`src/sv/hmr_pkg.sv`:
```
`default_nettype none

package hmr_pkg;

  localparam int unsigned CHAN_W = 32;
  localparam int unsigned CMD_W  = 8;
  localparam int unsigned LEN_W  = 16;
  localparam int unsigned CNT_W  = 11;
  localparam int unsigned SEQ_W  = 7;
  localparam int unsigned TICK_W = 32;

  // Bit of the command byte that marks an init packet
  localparam int unsigned INIT_FLAG_BIT = 7;

  localparam logic [TICK_W-1:0] TIMEOUT_RESET = 32'd3000;

  typedef enum logic [2:0] {
    ST_NONE      = 3'd0,
    ST_STARTED   = 3'd1,
    ST_CONTINUED = 3'd2,
    ST_COMPLETE  = 3'd3,
    ST_TIMEOUT   = 3'd4,
    ST_BUSY      = 3'd5,
    ST_INV_CMD   = 3'd6,
    ST_INV_SEQ   = 3'd7
  } status_t;

  typedef struct packed {
    logic              opcode;
    logic [CHAN_W-1:0] packet_chan;
    logic [CMD_W-1:0]  cmd_or_seq;
    logic [LEN_W-1:0]  byte_count;
  } in_req_t;

  typedef struct packed {
    status_t           status;
    logic [CHAN_W-1:0] active_channel;
    logic [CMD_W-1:0]  message_command;
    logic [LEN_W-1:0]  message_length;
    logic [CNT_W-1:0]  expected_continuations;
    logic [LEN_W-1:0]  write_offset;
  } out_rsp_t;

endpackage

`default_nettype wire

```
`src/sv/hid_message_reassembly.sv`:
```
`default_nettype none

// Channel   Direction  Handshake                Payload
// in_       in         in_valid / in_stall      hmr_pkg::in_req_t  (tick or packet header)
// out_      out        out_valid / out_stall    hmr_pkg::out_rsp_t (one per request)
// cfg_      in         cfg_wr_en (no wait)      timeout_ticks, 32 bits
//
// Each request gives exactly one result, after it passes through the input
// register and then the output register.
// A new request is taken every cycle unless in_stall is high; the transaction
// state closes its loop between the input and output registers.
// Reset (rst_n, synchronous) empties both registers, leaves the block idle
// and loads timeout_ticks with 3000.
// A stall on out_ holds the result; the input register then fills and
// in_stall rises, so at most two requests are held inside.

module hid_message_reassembly #(
  parameter int unsigned PACKET_BYTES = 64
) (
  input  wire logic                            clk,
  input  wire logic                            rst_n,
  input  wire logic                            in_valid,
  output logic                                 in_stall,
  input  wire hmr_pkg::in_req_t                in_req,
  output logic                                 out_valid,
  input  wire logic                            out_stall,
  output hmr_pkg::out_rsp_t                    out_rsp,
  input  wire logic                            cfg_wr_en,
  input  wire logic      [hmr_pkg::TICK_W-1:0] cfg_wr_data
);

  logic                        s1_valid_r;
  hmr_pkg::in_req_t            s1_req_r;
  logic                        out_valid_r;
  hmr_pkg::out_rsp_t           out_rsp_r;
  logic [hmr_pkg::TICK_W-1:0]  timeout_r;

  logic                        advance;
  logic [hmr_pkg::CNT_W-1:0]   need;
  hmr_pkg::out_rsp_t           rsp;
  logic                        txn_busy;

  // Move the held request on whenever the output register is free or drains
  assign advance   = s1_valid_r && (!out_valid_r || !out_stall);
  assign in_stall  = s1_valid_r && !advance;
  assign out_valid = out_valid_r;
  assign out_rsp   = out_rsp_r;

  // Timeout limit; the user must write it only while idle (the block does not enforce this)
  always_ff @(posedge clk) begin
    if (!rst_n) begin
      timeout_r <= hmr_pkg::TIMEOUT_RESET;
    end else if (cfg_wr_en) begin
      timeout_r <= cfg_wr_data;
    end
  end

  // Input register
  always_ff @(posedge clk) begin
    if (!rst_n) begin
      s1_valid_r <= 1'b0;
    end else if (in_valid && !in_stall) begin
      s1_valid_r <= 1'b1;
    end else if (advance) begin
      s1_valid_r <= 1'b0;
    end
  end

  always_ff @(posedge clk) begin
    if (in_valid && !in_stall) begin
      s1_req_r <= in_req;
    end
  end

  // Continuation count from the init length
  hmr_cont_count #(
    .PACKET_BYTES (PACKET_BYTES)
  ) u_cont_count (
    .byte_count (s1_req_r.byte_count),
    .need       (need)
  );

  // Transaction tracking and result selection
  hmr_txn_ctrl #(
    .PACKET_BYTES (PACKET_BYTES)
  ) u_txn_ctrl (
    .clk           (clk),
    .rst_n         (rst_n),
    .advance       (advance),
    .req           (s1_req_r),
    .need          (need),
    .timeout_ticks (timeout_r),
    .rsp           (rsp),
    .txn_busy      (txn_busy)
  );

  // Output register: hold while stalled, drop once taken
  always_ff @(posedge clk) begin
    if (!rst_n) begin
      out_valid_r <= 1'b0;
    end else if (advance) begin
      out_valid_r <= 1'b1;
    end else if (!out_stall) begin
      out_valid_r <= 1'b0;
    end
  end

  always_ff @(posedge clk) begin
    if (advance) begin
      out_rsp_r <= rsp;
    end
  end

`ifndef SYNTHESIS
  a_out_from_advance: assert property (@(posedge clk) disable iff (!rst_n)
    $rose(out_valid_r) |-> $past(advance))
    else $error("result appeared without a request moving on");

  a_start_sets_busy: assert property (@(posedge clk) disable iff (!rst_n)
    (advance && rsp.status == hmr_pkg::ST_STARTED) |=> txn_busy)
    else $error("transaction start did not leave the block busy");

  a_end_clears_busy: assert property (@(posedge clk) disable iff (!rst_n)
    (advance && (rsp.status == hmr_pkg::ST_COMPLETE || rsp.status == hmr_pkg::ST_TIMEOUT ||
                 rsp.status == hmr_pkg::ST_INV_CMD || rsp.status == hmr_pkg::ST_INV_SEQ))
    |=> !txn_busy)
    else $error("transaction end left the block busy");

  a_active_needs_busy: assert property (@(posedge clk) disable iff (!rst_n)
    (advance && (rsp.status == hmr_pkg::ST_CONTINUED || rsp.status == hmr_pkg::ST_BUSY))
    |-> txn_busy)
    else $error("continuation or busy result while idle");
`endif

endmodule

`default_nettype wire

```
`src/sv/hmr_cont_count.sv`:
```
`default_nettype none

// Continuation packets for a message length: ceil((len - init) / cont),
// zero if the message fits the init payload, saturated to the count width.
// The division is a multiply by a rounded-up reciprocal, exact for every dividend.
module hmr_cont_count #(
  parameter int unsigned PACKET_BYTES = 64
) (
  input  wire logic [hmr_pkg::LEN_W-1:0] byte_count,
  output logic      [hmr_pkg::CNT_W-1:0] need
);

  localparam int unsigned INIT_PAYLOAD = PACKET_BYTES - 7;
  localparam int unsigned CONT_PAYLOAD = PACKET_BYTES - 5;
  // Dividend is rest + cont - 1, one bit wider than a length
  localparam int unsigned NW  = hmr_pkg::LEN_W + 1;
  localparam int unsigned LGC = $clog2(CONT_PAYLOAD);
  localparam int unsigned SH  = NW + LGC;
  localparam int unsigned MW  = NW + 1;
  localparam longint unsigned RECIP_L =
    ((64'd1 << SH) + 64'(CONT_PAYLOAD) - 64'd1) / 64'(CONT_PAYLOAD);
  localparam logic [MW-1:0] RECIP = MW'(RECIP_L);
  localparam int unsigned PW  = NW + MW;
  localparam int unsigned QW  = PW - SH;

  localparam logic [hmr_pkg::LEN_W-1:0] INIT_L = hmr_pkg::LEN_W'(INIT_PAYLOAD);
  localparam logic [NW-1:0] ROUND_UP = NW'(CONT_PAYLOAD - 1);

  logic [hmr_pkg::LEN_W-1:0] rest;
  logic [NW-1:0]             dividend;
  logic [PW-1:0]             prod;
  logic [QW-1:0]             quot;

  always_comb begin
    rest     = byte_count - INIT_L;
    dividend = NW'(rest) + ROUND_UP;
    prod     = PW'(dividend) * PW'(RECIP);
    quot     = prod[PW-1:SH];
    if (byte_count <= INIT_L) begin
      need = '0;
    end else if (32'(quot) > 32'd2047) begin
      need = '1;
    end else begin
      need = hmr_pkg::CNT_W'(quot);
    end
  end

endmodule

`default_nettype wire

```
`src/sv/hmr_txn_ctrl.sv`:
```
`default_nettype none

// Transaction state and the result for the request in the input register.
// State moves only when the request advances into the output register.
module hmr_txn_ctrl #(
  parameter int unsigned PACKET_BYTES = 64
) (
  input  wire logic                           clk,
  input  wire logic                           rst_n,
  input  wire logic                           advance,
  input  wire hmr_pkg::in_req_t               req,
  input  wire logic      [hmr_pkg::CNT_W-1:0] need,
  input  wire logic      [hmr_pkg::TICK_W-1:0] timeout_ticks,
  output hmr_pkg::out_rsp_t                   rsp,
  output logic                                txn_busy
);

  localparam logic [hmr_pkg::LEN_W-1:0] INIT_PAYLOAD = hmr_pkg::LEN_W'(PACKET_BYTES - 7);
  localparam logic [hmr_pkg::LEN_W-1:0] CONT_PAYLOAD = hmr_pkg::LEN_W'(PACKET_BYTES - 5);

  logic                        busy_r,    busy_nxt;
  logic [hmr_pkg::CHAN_W-1:0]  owner_r,   owner_nxt;
  logic [hmr_pkg::CMD_W-1:0]   cmd_r,     cmd_nxt;
  logic [hmr_pkg::LEN_W-1:0]   len_r,     len_nxt;
  logic [hmr_pkg::CNT_W-1:0]   need_r,    need_nxt;
  logic [hmr_pkg::CNT_W-1:0]   rcvd_r,    rcvd_nxt;
  logic [hmr_pkg::LEN_W-1:0]   offset_r,  offset_nxt;
  logic [hmr_pkg::TICK_W-1:0]  elapsed_r, elapsed_nxt;

  logic [hmr_pkg::CNT_W-1:0]   rcvd_inc;
  logic [hmr_pkg::TICK_W-1:0]  elapsed_inc;
  logic [hmr_pkg::CNT_W-1:0]   seq;
  hmr_pkg::out_rsp_t           saved_rsp;

  assign txn_busy = busy_r;

  always_comb begin
    saved_rsp                        = '0;
    saved_rsp.active_channel         = owner_r;
    saved_rsp.message_command        = cmd_r;
    saved_rsp.message_length         = len_r;
    saved_rsp.expected_continuations = need_r;
  end

  always_comb begin
    rcvd_inc    = rcvd_r + hmr_pkg::CNT_W'(1);
    elapsed_inc = (&elapsed_r) ? elapsed_r : elapsed_r + hmr_pkg::TICK_W'(1);
    seq         = hmr_pkg::CNT_W'(req.cmd_or_seq[hmr_pkg::SEQ_W-1:0]);

    busy_nxt    = busy_r;
    owner_nxt   = owner_r;
    cmd_nxt     = cmd_r;
    len_nxt     = len_r;
    need_nxt    = need_r;
    rcvd_nxt    = rcvd_r;
    offset_nxt  = offset_r;
    elapsed_nxt = elapsed_r;
    rsp         = '0;
    rsp.status  = hmr_pkg::ST_NONE;

    if (!req.opcode) begin
      if (busy_r) begin
        elapsed_nxt = elapsed_inc;
        if (elapsed_inc > timeout_ticks) begin
          rsp        = saved_rsp;
          rsp.status = hmr_pkg::ST_TIMEOUT;
          busy_nxt   = 1'b0;
        end
      end
    end else if (busy_r) begin
      rsp = saved_rsp;
      if (req.packet_chan != owner_r) begin
        rsp.status = hmr_pkg::ST_BUSY;
      end else if (req.cmd_or_seq[hmr_pkg::INIT_FLAG_BIT]) begin
        rsp.status = hmr_pkg::ST_INV_CMD;
        busy_nxt   = 1'b0;
      end else if (seq != rcvd_r) begin
        rsp.status = hmr_pkg::ST_INV_SEQ;
        busy_nxt   = 1'b0;
      end else begin
        rsp.write_offset = offset_r;
        offset_nxt       = offset_r + CONT_PAYLOAD;
        rcvd_nxt         = rcvd_inc;
        if (rcvd_inc == need_r) begin
          rsp.status = hmr_pkg::ST_COMPLETE;
          busy_nxt   = 1'b0;
        end else begin
          rsp.status = hmr_pkg::ST_CONTINUED;
        end
      end
    end else if (!req.cmd_or_seq[hmr_pkg::INIT_FLAG_BIT]) begin
      rsp.status         = hmr_pkg::ST_INV_CMD;
      rsp.active_channel = req.packet_chan;
    end else begin
      rsp.active_channel  = req.packet_chan;
      rsp.message_command = req.cmd_or_seq;
      rsp.message_length  = req.byte_count;
      if (need == '0) begin
        rsp.status = hmr_pkg::ST_COMPLETE;
      end else begin
        rsp.status                 = hmr_pkg::ST_STARTED;
        rsp.expected_continuations = need;
        busy_nxt    = 1'b1;
        owner_nxt   = req.packet_chan;
        cmd_nxt     = req.cmd_or_seq;
        len_nxt     = req.byte_count;
        need_nxt    = need;
        rcvd_nxt    = '0;
        offset_nxt  = INIT_PAYLOAD;
        elapsed_nxt = '0;
      end
    end
  end

  always_ff @(posedge clk) begin
    if (!rst_n) begin
      busy_r    <= 1'b0;
      rcvd_r    <= '0;
      offset_r  <= '0;
      elapsed_r <= '0;
    end else if (advance) begin
      busy_r    <= busy_nxt;
      rcvd_r    <= rcvd_nxt;
      offset_r  <= offset_nxt;
      elapsed_r <= elapsed_nxt;
    end
  end

  // Transaction descriptors are reloaded at every start
  always_ff @(posedge clk) begin
    if (advance) begin
      owner_r <= owner_nxt;
      cmd_r   <= cmd_nxt;
      len_r   <= len_nxt;
      need_r  <= need_nxt;
    end
  end

endmodule

`default_nettype wire

```
`config.mk`:
```
export PLATFORM = sky130hd
export DESIGN_NAME = hid_message_reassembly
export DESIGN_NICKNAME = d
export VERILOG_FILES = /design/src/sv/hmr_pkg.sv /design/src/sv/hid_message_reassembly.sv /design/src/sv/hmr_cont_count.sv /design/src/sv/hmr_txn_ctrl.sv
export SDC_FILE = /design/constraint.sdc
export NUM_CORES = 1
export LEC_CHECK = 0
export BUFFER_PORTS_ARGS = -buffer_cell sky130_fd_sc_hd__buf_2
export CAP_MARGIN = 5
export CORE_MARGIN = 2
export CORE_UTILIZATION = 60
export DETAILED_ROUTE_END_ITERATION = 12
export GPL_ROUTABILITY_DRIVEN = 0
export GPL_TIMING_DRIVEN = 0
export PLACE_DENSITY = 0.81
export SYNTH_ARGS = -nofsm -noshare
export SYNTH_HDL_FRONTEND = slang
export SYNTH_SLANG_ARGS = --single-unit
```
`constraint.sdc`:
```
create_clock -name clk -period 9.6 [get_ports clk]
set_input_delay 0.96 -clock clk [delete_from_list [all_inputs] [get_ports clk]]
set_output_delay 0.96 -clock clk [all_outputs]
set_load 0.01 [all_outputs]
```
======== After elaboration in Yosys (flattened, before gate mapping) ========
Cells that the tools add are included.
storage, ports and cells
  register bits ........................... 303
  input bits .............................. 94
  output and inout port bits .............. 88
operators by class
  add/sub/neg operators ................... 5
  multipliers ............................. 1
  order comparisons ....................... 3
  equal/unequal tests ..................... 9
  mux-type cells .......................... 50
  bitwise logic cells ..................... 2
  reduce and logical (&&, ||, !) cells .... 16
operator list
  kind                    count
  $mux 86                 3
  $mux 32                 6
  $mux 16                 10
  $mux 11                 9
  $mux 35                 2
  $mux 70                 1
  $mul 17x16->33 const B  1
  $add 32x1->32 const B   1
  $gt 32x32->1            1
  $ne 32x32->1            1
  $reduce_and 32->1       1
  $add 16x6->17 const B   1
  $add 16x6->16 const B   1
  $le 16x6->1 const B     1
  $sub 16x6->16 const B   1
  $mux 1                  15
  $gt 12x11->1 const B    1
  $add 11x1->11 const B   1
  $eq 11x11->1            1
  $logic_not 11->1        1
  $ne 7x11->1             1
  $reduce_and 5->1        2
  $mux 3                  3
  $reduce_and 7->1        1
  other kinds (9)         20

======== Depth between registers and ports, before layout ========
  word-level depth ........................ 11
  gate-level depth with buffers ........... 36
  depth with buffers taken out ............ 34

======== Hierarchy ========
From an unflattened synthesis, not the netlist that was laid out.
second synthesis, totals
  cell total of the unflattened synthesis .. 1,680
  area total of the unflattened synthesis .. 18,985.7 um^2
by module, submodules not included
  module                  instances  cells each  area an instance (um^2)  seq. area each (um^2)
  hmr_txn_ctrl            1          832         8,056.5                  3,183.1
  hid_message_reassembly  1          254         5,600.4                  4,974.8
  hmr_cont_count          1          594         5,328.9                  0.0

======== Worst setup path after synthesis ========
Ideal clock, no wire load.
  path kind ............................... register -> register
  start point ............................. register s1_req_r[0] (netlist name)
  end point ............................... register u_txn_ctrl.elapsed_r[0] (netlist name)
  arrival time ............................ 8.805 ns
  slack ................................... 0.723 ns
  cell stages (with the launch flop) ...... 35
  buffers on the path ..................... 2
  clock period less this slack ............ 8.877 ns
  cells stage by stage .................... edfxtp_1 -> inv_1 -> ha_1 -> and2b_4 -> nor2_2 -> nand2_1 -> nand2b_1 -> a31oi_1 -> or3_4 -> or3_4 -> or3_4 -> or3_4 -> inv_2 -> ha_1 -> ha_1 -> fa_1 -> fa_1 -> inv_1 -> fa_1 -> inv_1 -> ha_1 -> ha_1 -> buf_2 -> a21oi_1 -> o21a_1 -> o221ai_1 -> o221a_2 -> or3_1 -> nand2_1 -> nand4bb_1 -> o21ai_4 -> inv_4 -> nor3_4 -> buf_6 -> o2bb2ai_1
on the way
  word-level cells in the longest chain between the ends .. 9
  elaborated cells between the ends (all ways) .. 10
  classes of those cells .................. 2 x add/sub; 1 x mul; 2 x order compare; 1 x eq/ne; 2 x mux; 2 x reduce/logical
RTL lines
  what                                 line                          source
  start: declaration                   hid_message_reassembly.sv:33  hmr_pkg::in_req_t s1_req_r;
  start signal: assignment             hid_message_reassembly.sv:71  s1_req_r <= in_req;
  $sub 16x6->16                        hmr_cont_count.sv:35          rest = byte_count - INIT_L;
  $add 16x6->17                        hmr_cont_count.sv:36          dividend = NW'(rest) + ROUND_UP;
  $mul 17x16->33                       hmr_cont_count.sv:37          prod = PW'(dividend) * PW'(RECIP);
  $gt 12x11->1                         hmr_cont_count.sv:41          end else if (32'(quot) > 32'd2047) begin
  $mux 11                              hmr_cont_count.sv:41
  $mux 11 *                            hmr_cont_count.sv:39          if (byte_count <= INIT_L) begin
  $logic_not 11->1 *                   hmr_txn_ctrl.sv:98            if (need == '0) begin
  $ne 2x1->1 (no source line) *        -
  $reduce_and 5->1 (no source line) *  -
  end signal: assignment               hmr_txn_ctrl.sv:125           elapsed_r <= elapsed_nxt;
  end: declaration                     hmr_txn_ctrl.sv:28            logic [hmr_pkg::TICK_W-1:0] elapsed_r, elapsed_nxt;
Every way passes the cells marked *; elsewhere a longest branch is shown, timed or not.
A chain may end at the register's enable or synchronous reset.

======== Worst setup path after layout ========
  start point ............................. register s1_req_r[0] (netlist name)
  end point ............................... register u_txn_ctrl.rcvd_r[7] (netlist name)
on the way
  word-level cells in the longest chain between the ends .. 9
  elaborated cells between the ends (all ways) .. 10
  classes of those cells .................. 2 x add/sub; 1 x mul; 2 x order compare; 1 x eq/ne; 2 x mux; 2 x reduce/logical
RTL lines
  what                                 line                  source
  $sub 16x6->16                        hmr_cont_count.sv:35
  $add 16x6->17                        hmr_cont_count.sv:36
  $mul 17x16->33                       hmr_cont_count.sv:37
  $gt 12x11->1                         hmr_cont_count.sv:41
  $mux 11                              hmr_cont_count.sv:41
  $mux 11 *                            hmr_cont_count.sv:39
  $logic_not 11->1 *                   hmr_txn_ctrl.sv:98
  $ne 2x1->1 (no source line) *        -
  $reduce_and 7->1 (no source line) *  -
  end signal: assignment               hmr_txn_ctrl.sv:123   rcvd_r <= rcvd_nxt;
  end: declaration                     hmr_txn_ctrl.sv:26    logic [hmr_pkg::CNT_W-1:0] rcvd_r, rcvd_nxt;
Marked as above.

==> results.yml <==
sta:
  tightest_slew_ps: 1040
  finalHoldViolations: 0
  holdWs_ps: 441
  max_freq_ghz: 0.108
  maxSlewViolCount: 0
  skew_ps: 37.0
  worst_slew_margin_rel_pct: 30.5
  final-setup-viol-count: 0
  fin_crit_ps: 9300
  period_share_pct: 96.9
floorplan:
  die_area_sq_um: 32500
  ios: 182
  die_y_um: 180
  initial_core_util_pct: 61.0
  rows: 64
  die_width_um: 180
  design.core.area_sq_um: 30600
synth:
  synth_nets: 2029
  synth-seq-cells: 303
  ys_seq_area_share_pct: 43.7
  syn_avg_cell_area_sq_um: 11.0
  yosys_warnings: 0
  synth-edff-count: 209
  synthCells: 1693
  synth-main-ff-cell: "edfxtp_1"
  async_flop_share_pct: 0
  synth_cell_types: 85
  synth.cell_area_sq_um: 18700
power:
  ir_drop_v: 0.000372
  p_comb_share_pct: 62.6
  total_power_w: 0.00741
  p_leak_nw: 9.18
  clock_power_share_pct: 16.0
  power_density_nw_per_um2: 346
  p_sw_share_pct: 46.4
  internal-power_w: 0.00397
  power.switching_w: 0.00344
  seqPwrFrac_pct: 21.4
global_routing:
  grt_pass1_vias: 13800
  antenna_found_initial: 2
  grt.met3_usage_pct: 4.49
  grtUsageMet1_pct: 34.5
  grt_usage_pct: 27.1
  grt_max_degree: 74
  met2_usage_pct: 47.2
  grt_pass1_wl_mm: 71.6
  busiest_layer: "met2"
  grt_overflow_total: 0
drt:
  drcViolationCount: 0
  drt_iter0_drc: 1195
  drt_pass1_iterations: 5
  routed_wirelength_mm: 45.2
  via_per_inst: 6.02
  detail_route.wl_per_cell_um: 19.3
  final_antenna_net_count: 0
  via_count: 14100
critical_path:
  crit_slowest_cell: "fa_1"
  end_kind: "flop"
  start_kind: "flop"
  cp_data_required_time_ps: 10090
  cp_max_fo: 10
  crit_type: "reg -> reg"
  cp_slowest_stage_delay_ps: 540
  cp.arrival_ps: 9790
clock_network:
  cts_num_sinks: 303
  clk_pin_slew_ps: 60
  postCtsHoldBufs: 0
  cts_buffer_depth: 3
  clk_latency_ps: 560
  root_buffer: "clkbuf_16"
  cts_made_buffers: 30
  cts_tree: "built"
  htreeDepth: 1
finish:
  n_antenna_cell: 0
  final_cell_mix: "edfxtp_1, inv_1, buf_2, ha_1, nor2_1"
  drive_gt1_share_pct: 15.3
  final_nets: 2255
  final_common_cell: "edfxtp_1"
  area_growth_pct: 14.7
  post-route-util_pct: 70.0
placement:
  portBuffers: 179
  hpwl_mm: 34.4
job:
  max_cap_violations: 0
min_path:
  hold_class: "reg -> reg"
status:
  status: "finished, final reports clean"
-- registers in the layout (all words and copies together) (netlist names) --
register	count
out_rsp	86
u_txn_ctrl.cmd_r	7
u_txn_ctrl.len_r	16
out_valid	1
u_txn_ctrl.txn_busy	1
u_txn_ctrl.offset_r	16
s1_valid_r	1
u_txn_ctrl.need_r	11
u_txn_ctrl.elapsed_r	32
u_txn_ctrl.owner_r	32
timeout_r	32
u_txn_ctrl.rcvd_r	11
s1_req_r	57
-- repair_timing --
action | in CTS | in global routing
setup buffers | 5 | 7
gates resized for setup | 13 | 22
setup endpoints to repair | 124 | 121
endpoints found under the hold margin | 0 | 0
pin swaps | 3 | 3
-- power groups by stage --
stage	clock network [W]	registers (W)	logic, W
6_report	0.00119	0.00158	0.00464
5_1_grt	0.00125	0.00159	0.00517
4_1_cts	0.00120	0.00158	0.00441
3_5_place_dp	0	0.00161	0.00434
3_3_place_gp	0	0.00161	0.00418
2_1_floorplan	0	0.00161	0.00329
-- cells in the mapped netlist (5+ instances only) --
cell	count	share of area, %
xnor2_1	60	2.8
or4_1	7	0.28
a31oi_1	14	0.47
nor2_1	100	2.0
a32o_1	27	1.4
xor2_1	59	2.8
o21ai_0	46	1.2
or3_1	27	0.91
nor3_1	32	0.86
nand4_1	31	1.0
clkbuf_1	44	0.89
o221ai_1	5	0.23
nor2b_1	9	0.30
or3_4	5	0.30
edfxtp_1	209	34
a22o_1	65	3.1
nor4_1	16	0.54
o21a_1	10	0.40
fa_1	76	8.2
and2_1	9	0.30
nand3_1	40	1.1
a21o_1	14	0.56
buf_1	5	0.10
nand2b_1	8	0.27
a211oi_1	5	0.20
and3_1	25	0.84
inv_1	199	4.0
mux2i_1	32	1.7
and4_1	5	0.23
nand2_1	83	1.7
a21oi_1	57	1.5
buf_2	9	0.24
o211ai_1	15	0.60
dfxtp_1	94	10
ha_1	166	11
-- area by class of cell --
cell class                      instances  area [sq um]
Multi-Input combinational cell       1126          9630
Fill cell                            2159          9190
Sequential cell                       303          8160
Timing Repair Buffer                  194          1070
Clock buffer                           43           861
Inverter                              201           773
Tap cell                              396           495
Buffer                                 63           282
Clock inverter                         13           144
-- stage by stage --
step           cells  worst slack (ps)  setup TNS [ps]  cell area [sq um]
2_1_floorplan   1693               723               0              18700
3_3_place_gp    2268              -742          -50450              20100
3_5_place_dp    2271              -986          -76460              20100
4_1_cts         2332              17.3               0              21300
5_1_grt         2339             -74.9            -961              21400
6_report        2339               300               0              21400
-- final timing paths --
check,startpoint,to,slack [ps],cells after the start
setup / recovery,s1_req_r[0],u_txn_ctrl.rcvd_r[7],300,32
hold / removal,s1_req_r[4],u_txn_ctrl.len_r[4],440,0
setup reg to reg,s1_req_r[0],u_txn_ctrl.rcvd_r[7],300,32
hold reg to reg,s1_req_r[4],u_txn_ctrl.len_r[4],440,0
-- layer usage --
layer / wire length (um) / up-vias / part of all wire (%)
li1: - / 6547 / -
met1: 18100 / 6833 / 40
met2: 22500 / 585 / 50
met3: 3030 / 110 / 6.7
met4: 1480 / 4 / 3.3
met5: 30 / - / 0.066
-- kinds of logic after synthesis --
group                    Yosys count  share of synthesized area, %
XOR/XNOR                         119                          5.59
multiplexers                      35                          1.90
flip-flops                       303                          43.7
AO/OA/AOI/OAI                    307                          12.0
adder cells (fa/ha/maj)          242                          19.3
buffers and inverters            264                          5.57
AND/OR/NAND/NOR                  423                          12.0
-- worst max-delay path, delay by kind of cell (launching register included) --
kind | cells | cell delay [ps]
AOI/OAI and AO/OA | 9 | 1900
buffers and inverters | 7 | 1040
DFF | 1 | 470
and+or+nand+nor | 9 | 3120
adders and majority gates | 7 | 2710
Note: power is estimated with default switching activity, not from simulation.
